[config.mk]
export PLATFORM = sky130hd
export DESIGN_NAME = nmea_sentence_framer
export DESIGN_NICKNAME = d
export VERILOG_FILES = /design/src/design/nmea_pkg.sv /design/src/design/nmea_sentence_framer.sv
export SDC_FILE = /design/constraint.sdc
export NUM_CORES = 1
export LEC_CHECK = 0
export BUFFER_PORTS_ARGS = -buffer_cell sky130_fd_sc_hd__buf_2
export CAP_MARGIN = 20
export CORE_MARGIN = 2
export CORE_UTILIZATION = 50
export DETAILED_ROUTE_END_ITERATION = 7
export PLACE_DENSITY = 0.8
export SLEW_MARGIN = 20
export SYNTH_ARGS = -nofsm -noshare
export SYNTH_HDL_FRONTEND = slang
export SYNTH_SLANG_ARGS = --single-unit
[constraint.sdc]
create_clock -name clk -period 3.46 [get_ports clk]
set_input_delay 0.519 -clock clk [delete_from_list [all_inputs] [get_ports clk]]
set_output_delay 0.519 -clock clk [all_outputs]
set_load 0.005 [all_outputs]
[src/design/nmea_pkg.sv]
package nmea_pkg;

    // Default sizes of the sentence buffer and of the stored body.
    localparam int RX_DEPTH_DEFAULT = 512;
    localparam int BODY_MAX_DEFAULT = 128;

    localparam int BYTE_W     = 8;
    localparam int HDR_BYTES  = 5;
    localparam int BODY_LEN_W = 7;
    localparam int TOTAL_W    = 32;

    localparam logic [BYTE_W-1:0] CH_DOLLAR = 8'h24;
    localparam logic [BYTE_W-1:0] CH_STAR   = 8'h2A;
    localparam logic [BYTE_W-1:0] CH_COMMA  = 8'h2C;
    localparam logic [BYTE_W-1:0] CH_CR     = 8'h0D;
    localparam logic [BYTE_W-1:0] CH_LF     = 8'h0A;

    // Body positions whose commas mark an empty sentence.
    localparam int COMMA_POS_A = 6;
    localparam int COMMA_POS_B = 7;

    typedef enum logic [2:0] {
        TYPE_UNKNOWN = 3'd0,
        TYPE_GGA     = 3'd1,
        TYPE_VTG     = 3'd2,
        TYPE_GSA     = 3'd3,
        TYPE_RMC     = 3'd4,
        TYPE_GSV     = 3'd5,
        TYPE_ZDA     = 3'd6
    } sentence_type_t;

    typedef enum logic [1:0] {
        CHECK_NONE  = 2'd0,
        CHECK_EMPTY = 2'd1,
        CHECK_GOOD  = 2'd2,
        CHECK_BAD   = 2'd3
    } check_status_t;

    typedef logic [HDR_BYTES-1:0][BYTE_W-1:0] header_t;

    localparam int NUM_TYPES = 6;

    // Known sentence names; the first character sits in the top byte.
    localparam logic [NUM_TYPES-1:0][HDR_BYTES*BYTE_W-1:0] TYPE_NAMES = '{
        "GPZDA", "GPGSV", "GPRMC", "GPGSA", "GPVTG", "GPGGA"
    };

    // Returns {is_digit, value} for one ASCII hex digit.
    function automatic logic [4:0] hex_digit(input logic [BYTE_W-1:0] b);
        logic [4:0] r;
        r = '0;
        if (b >= 8'h30 && b <= 8'h39) begin
            r = {1'b1, 4'(b - 8'h30)};
        end
        else if (b >= 8'h41 && b <= 8'h46) begin
            r = {1'b1, 4'(b - 8'h37)};
        end
        else if (b >= 8'h61 && b <= 8'h66) begin
            r = {1'b1, 4'(b - 8'h57)};
        end
        return r;
    endfunction

    // Names the sentence from its first five body bytes.
    function automatic sentence_type_t name_type(input header_t hdr, input logic long_enough);
        sentence_type_t t;
        logic           same;
        t = TYPE_UNKNOWN;
        for (int i = NUM_TYPES - 1; i >= 0; i--) begin
            same = 1'b1;
            for (int k = 0; k < HDR_BYTES; k++) begin
                if (hdr[k] != TYPE_NAMES[i][BYTE_W*(HDR_BYTES-1-k) +: BYTE_W]) begin
                    same = 1'b0;
                end
            end
            if (same && long_enough) begin
                t = sentence_type_t'(3'(i + 1));
            end
        end
        return t;
    endfunction

endpackage

[src/design/nmea_sentence_framer.sv]
// Channel  Direction  Handshake               Payload
// -------  ---------  ----------------------  ------------------------------------------
// in       sink       in_valid / in_ready     rx_byte
// out      source     out_valid / out_ready   sentence_type, check_status, body_length,
//                                             truncated, computed_sum, received_sum,
//                                             good_total, bad_total
//
// Every input transaction is folded into the sentence state in the cycle it is
// accepted, so the block takes one byte per clock while in_ready is high. The LF that closes a
// sentence loads the result register, and out_valid rises on the next cycle.
// in_ready drops only while a result sits in the result register and out_ready
// is low; a result that is taken in the same cycle frees the slot at once.
// Reset clears the sentence state, the counters and out_valid; the block then
// hunts for the next dollar sign.
module nmea_sentence_framer
    import nmea_pkg::*;
#(
    parameter int RX_DEPTH = RX_DEPTH_DEFAULT,
    parameter int BODY_MAX = BODY_MAX_DEFAULT
)
(
    input  logic                  clk,
    input  logic                  rst_n,

    input  logic                  in_valid,
    output logic                  in_ready,
    input  logic [BYTE_W-1:0]     rx_byte,

    output logic                  out_valid,
    input  logic                  out_ready,
    output logic [2:0]            sentence_type,
    output logic [1:0]            check_status,
    output logic [BODY_LEN_W-1:0] body_length,
    output logic                  truncated,
    output logic [BYTE_W-1:0]     computed_sum,
    output logic [BYTE_W-1:0]     received_sum,
    output logic [TOTAL_W-1:0]    good_total,
    output logic [TOTAL_W-1:0]    bad_total
);

    // The body count reaches BODY_MAX-1 at most; the fill count reaches RX_DEPTH.
    localparam int CW = $clog2(BODY_MAX);
    localparam int FW = $clog2(RX_DEPTH + 1);

    // Everything that belongs to the sentence being collected.
    typedef struct packed {
        logic [CW-1:0]     count;
        logic              cut;
        header_t           hdr;
        logic [1:0]        commas;
        logic [BYTE_W-1:0] xsum;
        logic              star;
        logic              hex_active;
        logic [BYTE_W-1:0] hex_value;
    } body_t;

    // Adds one byte to the body: header capture, comma marks, checksum, hex digits; a full body is marked cut instead.
    function automatic body_t append(input body_t s, input logic [BYTE_W-1:0] b);
        body_t      r;
        logic [4:0] d;
        r = s;
        d = hex_digit(b);
        if (s.count >= CW'(BODY_MAX - 1)) begin
            r.cut = 1'b1;
        end
        else begin
            if (s.count < CW'(HDR_BYTES)) begin
                r.hdr[s.count[2:0]] = b;
            end
            if (s.count == CW'(COMMA_POS_A) && b == CH_COMMA) begin
                r.commas[0] = 1'b1;
            end
            if (s.count == CW'(COMMA_POS_B) && b == CH_COMMA) begin
                r.commas[1] = 1'b1;
            end
            if (!s.star) begin
                if (b == CH_STAR) begin
                    r.star       = 1'b1;
                    r.hex_active = 1'b1;
                    r.hex_value  = '0;
                end
                else begin
                    r.xsum = s.xsum ^ b;
                end
            end
            else if (s.hex_active) begin
                if (!d[4]) begin
                    r.hex_active = 1'b0;
                end
                else begin
                    r.hex_value = {s.hex_value[3:0], d[3:0]};
                end
            end
            r.count = s.count + CW'(1);
        end
        return r;
    endfunction

    logic                 in_sentence_reg, in_sentence_next;
    logic [FW-1:0]        fill_reg, fill_next;
    logic                 pending_cr_reg, pending_cr_next;
    body_t                body_reg, body_next;
    logic [TOTAL_W-1:0]   good_count_reg, good_count_next;
    logic [TOTAL_W-1:0]   bad_count_reg, bad_count_next;

    logic                 out_valid_reg, out_valid_next;
    sentence_type_t       type_reg, type_next;
    check_status_t        status_reg, status_next;
    logic [BODY_LEN_W-1:0] length_reg, length_next;
    logic                 cut_reg, cut_next;
    logic [BYTE_W-1:0]    csum_reg, csum_next;
    logic [BYTE_W-1:0]    rsum_reg, rsum_next;
    logic [TOTAL_W-1:0]   good_out_reg, good_out_next;
    logic [TOTAL_W-1:0]   bad_out_reg, bad_out_next;

    logic                 in_fire;
    logic                 result_load;
    logic [FW-1:0]        fill_inc;
    body_t                body_work;
    sentence_type_t       found_type;

    // A result waiting in the register blocks input only until it is taken.
    assign in_ready = !out_valid_reg || out_ready;
    assign in_fire  = in_valid && in_ready;
    assign fill_inc = fill_reg + FW'(1);

    assign found_type = name_type(body_reg.hdr, body_reg.count >= CW'(HDR_BYTES));

    always_comb
    begin
        in_sentence_next = in_sentence_reg;
        fill_next        = fill_reg;
        pending_cr_next  = pending_cr_reg;
        body_next        = body_reg;
        good_count_next  = good_count_reg;
        bad_count_next   = bad_count_reg;
        result_load      = 1'b0;
        status_next      = CHECK_NONE;
        body_work        = body_reg;

        if (in_fire) begin
            if (!in_sentence_reg) begin
                if (rx_byte == CH_DOLLAR) begin
                    in_sentence_next = 1'b1;
                    fill_next        = FW'(1);
                    pending_cr_next  = 1'b0;
                    body_next        = '0;
                end
            end
            else if (pending_cr_reg && rx_byte == CH_LF) begin
                // End of sentence: classify, check and count.
                result_load = 1'b1;
                if (found_type == TYPE_UNKNOWN) begin
                    status_next = CHECK_NONE;
                end
                else if (body_reg.commas == 2'b11) begin
                    status_next = CHECK_EMPTY;
                end
                else if (body_reg.xsum == body_reg.hex_value) begin
                    status_next     = CHECK_GOOD;
                    good_count_next = good_count_reg + TOTAL_W'(1);
                end
                else begin
                    status_next    = CHECK_BAD;
                    bad_count_next = bad_count_reg + TOTAL_W'(1);
                end
                in_sentence_next = 1'b0;
                fill_next        = '0;
                pending_cr_next  = 1'b0;
                body_next        = '0;
            end
            else begin
                // A held CR that is not followed by LF is an ordinary body byte.
                if (pending_cr_reg) begin
                    body_work = append(body_work, CH_CR);
                end
                if (rx_byte != CH_CR) begin
                    body_work = append(body_work, rx_byte);
                end
                pending_cr_next = (rx_byte == CH_CR);
                body_next       = body_work;
                fill_next       = fill_inc;
                // A run that fills the buffer without ending is dropped.
                if (fill_inc >= FW'(RX_DEPTH)) begin
                    in_sentence_next = 1'b0;
                    fill_next        = '0;
                    pending_cr_next  = 1'b0;
                    body_next        = '0;
                end
            end
        end
    end

    // Result register contents.
    always_comb
    begin
        out_valid_next = out_valid_reg && !out_ready;
        type_next      = type_reg;
        length_next    = length_reg;
        cut_next       = cut_reg;
        csum_next      = csum_reg;
        rsum_next      = rsum_reg;
        good_out_next  = good_out_reg;
        bad_out_next   = bad_out_reg;
        if (result_load) begin
            out_valid_next = 1'b1;
            type_next      = found_type;
            length_next    = BODY_LEN_W'(body_reg.count);
            cut_next       = body_reg.cut;
            csum_next      = body_reg.xsum;
            rsum_next      = body_reg.hex_value;
            good_out_next  = good_count_next;
            bad_out_next   = bad_count_next;
        end
    end

    always_ff @(posedge clk or negedge rst_n)
    begin
        if (!rst_n) begin
            in_sentence_reg <= 1'b0;
            fill_reg        <= '0;
            pending_cr_reg  <= 1'b0;
            body_reg        <= '0;
            good_count_reg  <= '0;
            bad_count_reg   <= '0;
            out_valid_reg   <= 1'b0;
        end
        else begin
            in_sentence_reg <= in_sentence_next;
            fill_reg        <= fill_next;
            pending_cr_reg  <= pending_cr_next;
            body_reg        <= body_next;
            good_count_reg  <= good_count_next;
            bad_count_reg   <= bad_count_next;
            out_valid_reg   <= out_valid_next;
        end
    end

    always_ff @(posedge clk)
    begin
        type_reg     <= type_next;
        status_reg   <= result_load ? status_next : status_reg;
        length_reg   <= length_next;
        cut_reg      <= cut_next;
        csum_reg     <= csum_next;
        rsum_reg     <= rsum_next;
        good_out_reg <= good_out_next;
        bad_out_reg  <= bad_out_next;
    end

    assign out_valid     = out_valid_reg;
    assign sentence_type = type_reg;
    assign check_status  = status_reg;
    assign body_length   = length_reg;
    assign truncated     = cut_reg;
    assign computed_sum  = csum_reg;
    assign received_sum  = rsum_reg;
    assign good_total    = good_out_reg;
    assign bad_total     = bad_out_reg;

endmodule
==> reports/metrics.yaml, run 1 <==
outcome: "finished, final reports clean"
drtPass1Iterations: 5
clock.fmax_mhz: 317
port_buffers: 106
ys_seq_area_share_pct: 59.9
pwr-share-seq_pct: 46.1
worstMarginPinSlew_ns: 0.890
wl_met2_um: 11900
avgSynthCellArea_sq_um: 11.8
cts_buffers: 26
drc_errors: 0
end_kind: "register"
htree_levels: 1
grt-ovfl-total: 0
postSynth.asyncResetShare_pct: 60.9
antenna_found_initial: 0
place_congestion: 0.950
combPwrFrac_pct: 11.2
post_cts_buffers: 0
clkSlewWorstSetupHoldPaths_ns: 0.07
syn_inst: 906
post-route-min-period_ns: 3.16
fin_worst_skew_ns: 0.0212
p_per_area_nw_per_um2: 536
rsz0062_at_grt: "false"
synth_cell_type_count: 82
peakVddDrop_mv: 0.350
start_util_pct: 51.0
cts_root_buf: "clkbuf_16"
highest_layer: "met4"
avgViaCountPerCell: 6.00
clock_latency_ns: 0.54
cts_tree: "done"
grt_usage_pct: 22.6
drt-met1-wl_um: 10700
vias: 7961
insertedDiodeCount: 0
netSwitchingFraction_pct: 25.4
drive_above_1_share_pct: 20.4
critical-path-slowest-cell: "nor3_1"
initialDrtViolationCount: 630
met3WireLength_um: 2040
grt_pass1_vias: 7780
yosysWarnings: 0
power_uw: 6760
synth_edf_count: 93
pwr-share-clk_pct: 42.8
worstPathRequired_ns: 3.92
rows: 53
wl_per_cell_um: 19.0
die_h_um: 150
hpwl_um: 17200
routed_wl_um: 25300
worstPathArrival_ns: 3.61
grt_pass1_wl_um: 40900
grt_max_degree: 95
drv_slew: 0
ys_seq_elements: 238
crit_path_cell_trace: "nand3_1 > nor4_1 > mux2_2 > or2_2 > nor3_1 > a22o_1"
synth_fp_nets: 930
ant_nets: 0
slew_headroom_pct: 40.7
die_area_sq_um: 22600
setup_viol: 0
dp.cells: 1279
crit_fanout: 16
nNetsFinal: 1056
fp.dieW_um: 150
cp_slowest_stage_delay_ns: 0.62
io-pin-count: 107
p_sw_uw: 1720
syn_to_final_growth_pct: 17.6
finalHoldViolations: 0
hold_class: "primary input to asynchronous set/reset pin"
cp-start-kind: "register"
clkSinkCount: 238
fill_cells: 1588
critPathKind: "register to register"
final_cells: 1327
tns_ns: 0
largest_register_ffs: 68
maxCapViolCount: 0
power_leakage_uw: 0.00501
clockBufferDepth: 3
syn_area_sq_um: 10700
hold_buffers: 0
synth_ff_type: "dfrtp_1"
internal-power_uw: 5040
timing.final.crit_share_pct: 91.2
core_area_sq_um: 21000
layout make-up:
cell class / count / area (sq um) / share of cell area (%)
sequential: 238 / 6420 / 50.9
tap: 275 / 344 / 2.73
timing repair buffer: 136 / 800 / 6.34
clock inverter: 20 / 220 / 1.75
clock buffer: 28 / 689 / 5.47
inverter: 17 / 63.8 / 0.506
multi-input combinational: 613 / 4070 / 32.3
placed cells by master, fill, tap and decap left out, types with 14 or more instances in the layout:
cell       count
a21oi_1       33
a22o_1        28
and2_1        14
and3_1        18
buf_2        105
buf_4         27
clkbuf_16     27
dfrtp_1      145
edfxtp_1      93
inv_1         17
nand2_1       95
nand3_1       36
nand4_1       35
nor2_1        43
nor3_1        19
o21ai_0       42
o31ai_1       17
xnor2_1       66
synth_stat cells, drive strengths merged, types with 5 or more instances:
cell type | count | area, sq um
nor4 | 5 | 65.1
o21ai | 44 | 220
and3 | 18 | 113
ha | 12 | 150
xnor2 | 66 | 578
dfrtp | 145 | 3630
nor4b | 8 | 70.1
clkbuf | 18 | 67.6
o31ai | 18 | 140
xor2 | 10 | 87.6
o2bb2ai | 6 | 52.6
and4 | 6 | 55.1
nand2 | 96 | 368
nand4 | 36 | 231
edfxtp | 93 | 2790
a22o | 28 | 245
nand2b | 9 | 56.3
and2 | 15 | 93.8
nor2b | 10 | 62.6
nand3 | 36 | 180
a31oi | 11 | 75.1
nor2 | 44 | 173
inv | 17 | 63.8
nor3 | 19 | 95.1
a21oi | 34 | 174
buf | 20 | 108
a2111oi | 6 | 91.3
power groups by stage:
stage | clock, uW | combinational (uW) | sequential [uW]
2_1_floorplan | 0 | 490 | 3140
3_3_place_gp | 0 | 716 | 3160
3_5_place_dp | 0 | 734 | 3170
4_1_cts | 2930 | 742 | 3110
5_1_grt | 3040 | 825 | 3130
6_report | 2890 | 754 | 3110
per-stage QoR:
stage / utilization [%] / cell area (sq um) / setup slack (ns) / hold WS, ns
4_1_cts: 60.0 / 12600 / 0.253 / 0.119
6_report: 60.0 / 12600 / 0.305 / 0.0756
3_3_place_gp: 55.6 / 11700 / 0.359 / 0.460
3_5_place_dp: 55.6 / 11700 / 0.263 / 0.461
2_1_floorplan: - / 10700 / 0.0259 / 0.223
5_1_grt: 60.0 / 12600 / 0.132 / 0.160
worst max-delay path: cells and delay by family, from the launching register on:
| family | cells | cell delay [ns] |
|---|---|---|
| flops | 1 | 0.43 |
| compound gates | 1 | 0.26 |
| mux | 1 | 0.53 |
| simple gates | 4 | 1.84 |
worst paths after layout:
path / start / depth (start not counted) / slack [ns] / endpoint
max: fill_reg[0] / 6 / 0.30 / body_reg[29]
min: rst_n / 1 / 0.08 / good_count_reg[16]
max reg2reg: fill_reg[0] / 6 / 0.30 / body_reg[29]
min reg2reg: bad_count_reg[26] / 1 / 0.49 / bad_count_reg[26]
max in group asynchronous: rst_n / 2 / 2.57 / body_reg[67]
min in group clk: out_ready / 3 / 0.28 / out_valid
what timing repair did:
item,4_1_cts,5_1_grt
endpoints found under the hold margin,0,0
setup endpoints to repair,0,4
gates resized for setup,0,1
cell families after synthesis:
group                      count (synthesis)  share of synthesized area [%]
AOI/OAI and AO/OA                        192                           13.0
adders and majority gates                 12                           1.40
DFF                                      238                           59.9
buffers and inverters                     55                           2.23
xor gates and xnor gates                  76                           6.21
muxes                                      7                          0.700
and+or+nand+nor                          326                           16.6
routing by layer:
| metal | up-vias | GRT usage, % |
|---|---|---|
| li1 | 3627 | - |
| met1 | 3912 | 31.2 |
| met2 | 356 | 36.5 |
| met3 | 66 | 4.85 |
| met4 | 0 | 6.08 |
| met5 | - | 0 |
Power figures use the tool's default switching activity.
==> inputs of run 2 (changes only) <==
CORE_UTILIZATION = 59   (was 50)
PLACE_DENSITY = 0.91   (was 0.8)
==> reports/metrics.yaml, run 2 (synthesis gave the netlist of run 1 again) <==
worstMarginPinSlew_ns: 0.729
reg2regPathDepth: 9
p_per_area_nw_per_um2: 525
final_area_sq_um: 12500
maxCapViolCount: 0
start_util_pct: 59.9
dp.cells: 1231
placed_cell_area_sq_um: 11600
worstReg2RegEnd: "body_reg[65]"
layout.cells.most_common: "dfrtp_1"
fp.dieW_um: 139
clkSlewWorstSetupHoldPaths_ns: 0.06
drtPass1Iterations: 6
end_kind: "register"
clock_latency_ns: 0.54
htree_levels: 1
syn_to_final_growth_pct: 16.3
initialDrtViolationCount: 725
cp_slowest_stage_delay_ns: 0.54
insertedDiodeCount: 0
worstPathArrival_ns: 3.59
final_util_pct: 69.6
hpwl_um: 16700
hold_class: "primary input to asynchronous set/reset pin"
tns_ns: 0
critical-path-slowest-cell: "dfrtp_1"
crit_fanout: 12
rows: 49
post-route-min-period_ns: 3.12
final_cells: 1277
peakVddDrop_mv: 0.509
place_congestion: 0.957
routed_wl_um: 25100
clkSinkCount: 238
grt_pass1_wl_um: 40900
port_buffers: 106
die_area_sq_um: 19300
wl_per_cell_um: 19.6
critPathKind: "register to register"
fill_cells: 1188
worst-r2r-setup-slack_ns: 0.34
cts_tree: "done"
clock.fmax_mhz: 320
cp-start-kind: "register"
largest_register_ffs: 68
ant_nets: 0
io-pin-count: 107
die_h_um: 139
drv_slew: 0
final_cell_mix: "dfrtp_1, buf_2, nand2_1"
finalHoldViolations: 15
grt_usage_pct: 25.8
rsz0062_at_grt: "false"
nNetsFinal: 1053
antenna_found_initial: 0
drive_above_1_share_pct: 19.7
clockBufferDepth: 3
power_leakage_uw: 0.00497
drc_errors: 0
worstPathRequired_ns: 3.92
grt_max_degree: 95
avgViaCountPerCell: 6.29
fin_worst_skew_ns: 0.0248
grt_pass1_vias: 7886
cts_buffers: 25
core_area_sq_um: 17900
crit_path_cell_trace: "nand4_2 > o21ai_0 > a21oi_1 > ha_1 > o31ai_1 > o31a_2 > nand4_1 > a2111oi_0 > a211o_1"
vias: 8030
cts_root_buf: "clkbuf_16"
timing.final.crit_share_pct: 90.3
violations: "hold timing"
setup_viol: 0
slew_headroom_pct: 50.8
outcome: "complete, but fails checks"
post_cts_buffers: 0
r2r_start: "body_reg[65]"
grt-ovfl-total: 0
hold-worst-slack_ns: -0.0187
[run 2: per-layer routing]
| layer | GRT usage [%] | share of wire [%] | vias to the layer above |
|---|---|---|---|
| li1 | - | - | 3608 |
| met1 | 35.9 | 41 | 3905 |
| met2 | 41.7 | 47 | 430 |
| met3 | 4.87 | 8.5 | 87 |
| met4 | 8.56 | 3.1 | 0 |
| met5 | 0 | 0 | - |
[run 2: how the worst max path moves through the flow]
| stage | startpoint | endpoint | slack, ns | cells after the start |
|---|---|---|---|---|
| after floorplan | rx_byte[7] | good_total[30] | 0.03 | 9 |
| after global placement | rx_byte[4] | body_reg[29] | 0.36 | 7 |
| after detailed placement | rx_byte[4] | body_reg[32] | 0.23 | 7 |
| after CTS | body_reg[66] | body_reg[65] | 0.27 | 9 |
| after global routing | body_reg[66] | body_reg[65] | 0.17 | 9 |
| final | body_reg[65] | body_reg[65] | 0.34 | 9 |
[run 2: final cells by class]
type / count / area (sq um) / area share [%]
Multi-Input combinational cell: 613 / 4080 / 32.7
Inverter: 17 / 63.8 / 0.512
Tap cell: 229 / 287 / 2.30
Clock buffer: 39 / 738 / 5.92
Timing Repair Buffer: 134 / 772 / 6.19
Sequential cell: 238 / 6420 / 51.5
Clock inverter: 7 / 104 / 0.833
[run 2: what timing repair did]
action                     4_1_cts  5_1_grt
hold buffers                     0        0
setup endpoints to repair        0        1
resized for setup                0        2
[run 2: where the power goes]
group	switching, uW	total (uW)	internal [uW]
clock network	1090	2710	1620
logic	461	717	256
registers	94.1	3120	3020
[run 2: per-stage QoR]
stage / hold WS, ns / total power [uW] / setup slack, ns
final: -0.0187 / 6550 / 0.337
after global routing: 0.0354 / 6770 / 0.173
after CTS: 0.00901 / 6560 / 0.272
after detailed placement: 0.446 / 3860 / 0.231
after global placement: 0.458 / 3840 / 0.358
after floorplan: 0.223 / 3630 / 0.0259
[run 2: critical path: cells and delay by family, from the launching register on]
family | cells | cell delay (ns)
adder cells (fa/ha/maj) | 1 | 0.24
AND/OR/NAND/NOR | 2 | 0.35
AO/OA/AOI/OAI | 6 | 1.92
flip-flops | 1 | 0.54
==> inputs of run 3 (changes only) <==
CELL_PAD_IN_SITES_DETAIL_PLACEMENT = 0   (was not set)
CELL_PAD_IN_SITES_GLOBAL_PLACEMENT = 2   (was not set)
CORE_UTILIZATION = 40   (was 59)
GPL_TIMING_DRIVEN = 0   (was not set)
==> reports/metrics.yaml, run 3 (synthesis gave the netlist of run 1 again) <==
outcome: "finished, final reports clean"
drive_above_1_share_pct: 20.1
cts_buffers: 26
critPathKind: "primary input to register"
place_congestion: 0.826
clock.fmax_mhz: 306
critical-path-slowest-cell: "nor4_2"
clockBufferDepth: 3
worstMarginPinSlew_ns: 0.956
dp.cells: 1349
clkSlewWorstSetupHoldPaths_ns: 0.06
grt_pass1_wl_um: 42100
hold_class: "primary input to register"
port_buffers: 106
final_cells: 1405
worstPathArrival_ns: 3.55
fp.dieW_um: 168
final_util_pct: 48.6
pre_cts_ws_ns: -0.949
use_met1_pct: 27.9
nNetsFinal: 1074
placed_cell_area_sq_um: 11700
largest_register_ffs: 68
power_uw: 6640
rows: 59
drtPass1Iterations: 6
cts_root_buf: "clkbuf_16"
vias: 7788
timing.final.crit_share_pct: 94.5
end_kind: "register"
crit_fanout: 47
critPathBufInv: 4
power_leakage_uw: 0.00502
fin_worst_skew_ns: 0.0217
syn_to_final_growth_pct: 18.7
io-pin-count: 107
grt_pass1_vias: 7513
wl_per_cell_um: 19.0
rsz0062_at_grt: "false"
grt_max_degree: 89
ant_nets: 0
worstPathRequired_ns: 3.74
use_met2_pct: 29.3
cp_top_family: "simple AND/OR/NAND/NOR gates"
post-route-min-period_ns: 3.27
top_usage_layer: "met2"
final_area_sq_um: 12700
layout.cells.most_common: "dfrtp_1"
p_per_area_nw_per_um2: 521
insertedDiodeCount: 0
cts_tree: "done"
start_util_pct: 40.9
hpwl_um: 17900
drv_slew: 0
crit_path_frequent_cell: "buf_2"
cp_slowest_stage_delay_ns: 0.54
die_area_sq_um: 28100
routed_wl_um: 26600
setup_viol: 0
grtUsageMet3_pct: 2.79
drc_errors: 0
core_area_sq_um: 26200
slew_headroom_pct: 36.0
peakVddDrop_mv: 0.305
fin_ws_ns: 0.191
clkSinkCount: 238
final_cell_mix: "dfrtp_1, buf_2, nand2_1"
crit_path_cell_trace: "buf_2 > inv_1 > ha_1 > nand3b_1 > nor2_4 > and4_4 > buf_16 > nand2_4 > nor4_2 > buf_2 > nand3_1 > xnor2_1"
finalHoldViolations: 0
grt-ovfl-total: 0
die_h_um: 168
clock_latency_ns: 0.54
antenna_found_initial: 2
grt_usage_pct: 18.9
maxCapViolCount: 0
initialDrtViolationCount: 608
htree_levels: 1
avgViaCountPerCell: 5.54
cp-start-kind: "primary input"
run 3: power by group:
| group | leakage, uW | internal, uW | switching [uW] | total (uW) |
|---|---|---|---|---|
| clock | 0.000427 | 1640 | 1140 | 2780 |
| sequential | 0.00276 | 3020 | 106 | 3130 |
| combinational | 0.00184 | 255 | 473 | 728 |
run 3: cell type report:
cell class | count | area, sq um
fillers | 2283 | 13500
repair buffers | 115 | 651
inverters | 17 | 63.8
clock inverters | 19 | 184
plain buffers | 37 | 181
flip-flops and latches | 238 | 6420
clock buffers | 29 | 682
multi-input cells | 615 | 4130
well taps | 335 | 419
run 3: per-stage QoR:
step	hold WS, ns	setup TNS (ns)
final	0.262	0
after global routing	0.308	0
after CTS	0.258	0
after detailed placement	0.435	-84.05
after global placement	0.436	-149.48
after floorplan	0.223	0
run 3: final timing paths:
kind	startpoint	endpoint	slack, ns	cells after the start
max	rx_byte[0]	bad_total[9]	0.19	12
min	out_ready	out_valid	0.26	3
max reg2reg	body_reg[61]	body_reg[11]	0.25	11
min reg2reg	body_reg[64]	body_length[3]	0.45	0
max in group asynchronous	rst_n	body_reg[61]	2.14	3
min in group asynchronous	rst_n	good_count_reg[15]	0.51	2
run 3: timing repair:
item,CTS,global route
cloned,2,0
hold endpoints to repair,57,0
hold buffers,1,0
pin swaps,0,2
setup endpoints to repair,105,56
buffers inserted,0,6
gates resized for setup,8,9
run 3: worst register-to-register path, stage by stage, from the launching register on:
cell and delay, ns:
dfrtp_1 0.44, ha_2 0.34, nand2_1 0.10, o21ai_1 0.29, a21oi_2 0.15, ha_2 0.26
o31ai_1 0.32, o31a_1 0.26, buf_4 0.20, buf_4 0.21, nand3_1 0.20, o31ai_1 0.33
run 3: metal layers:
metal / part of all wire (%) / routed length [um] / up-vias
li1: - / - / 3674
met1: 48 / 12800 / 3826
met2: 44 / 11800 / 248
met3: 5.2 / 1370 / 40
met4: 2.4 / 638 / 0
met5: 0 / 0 / -
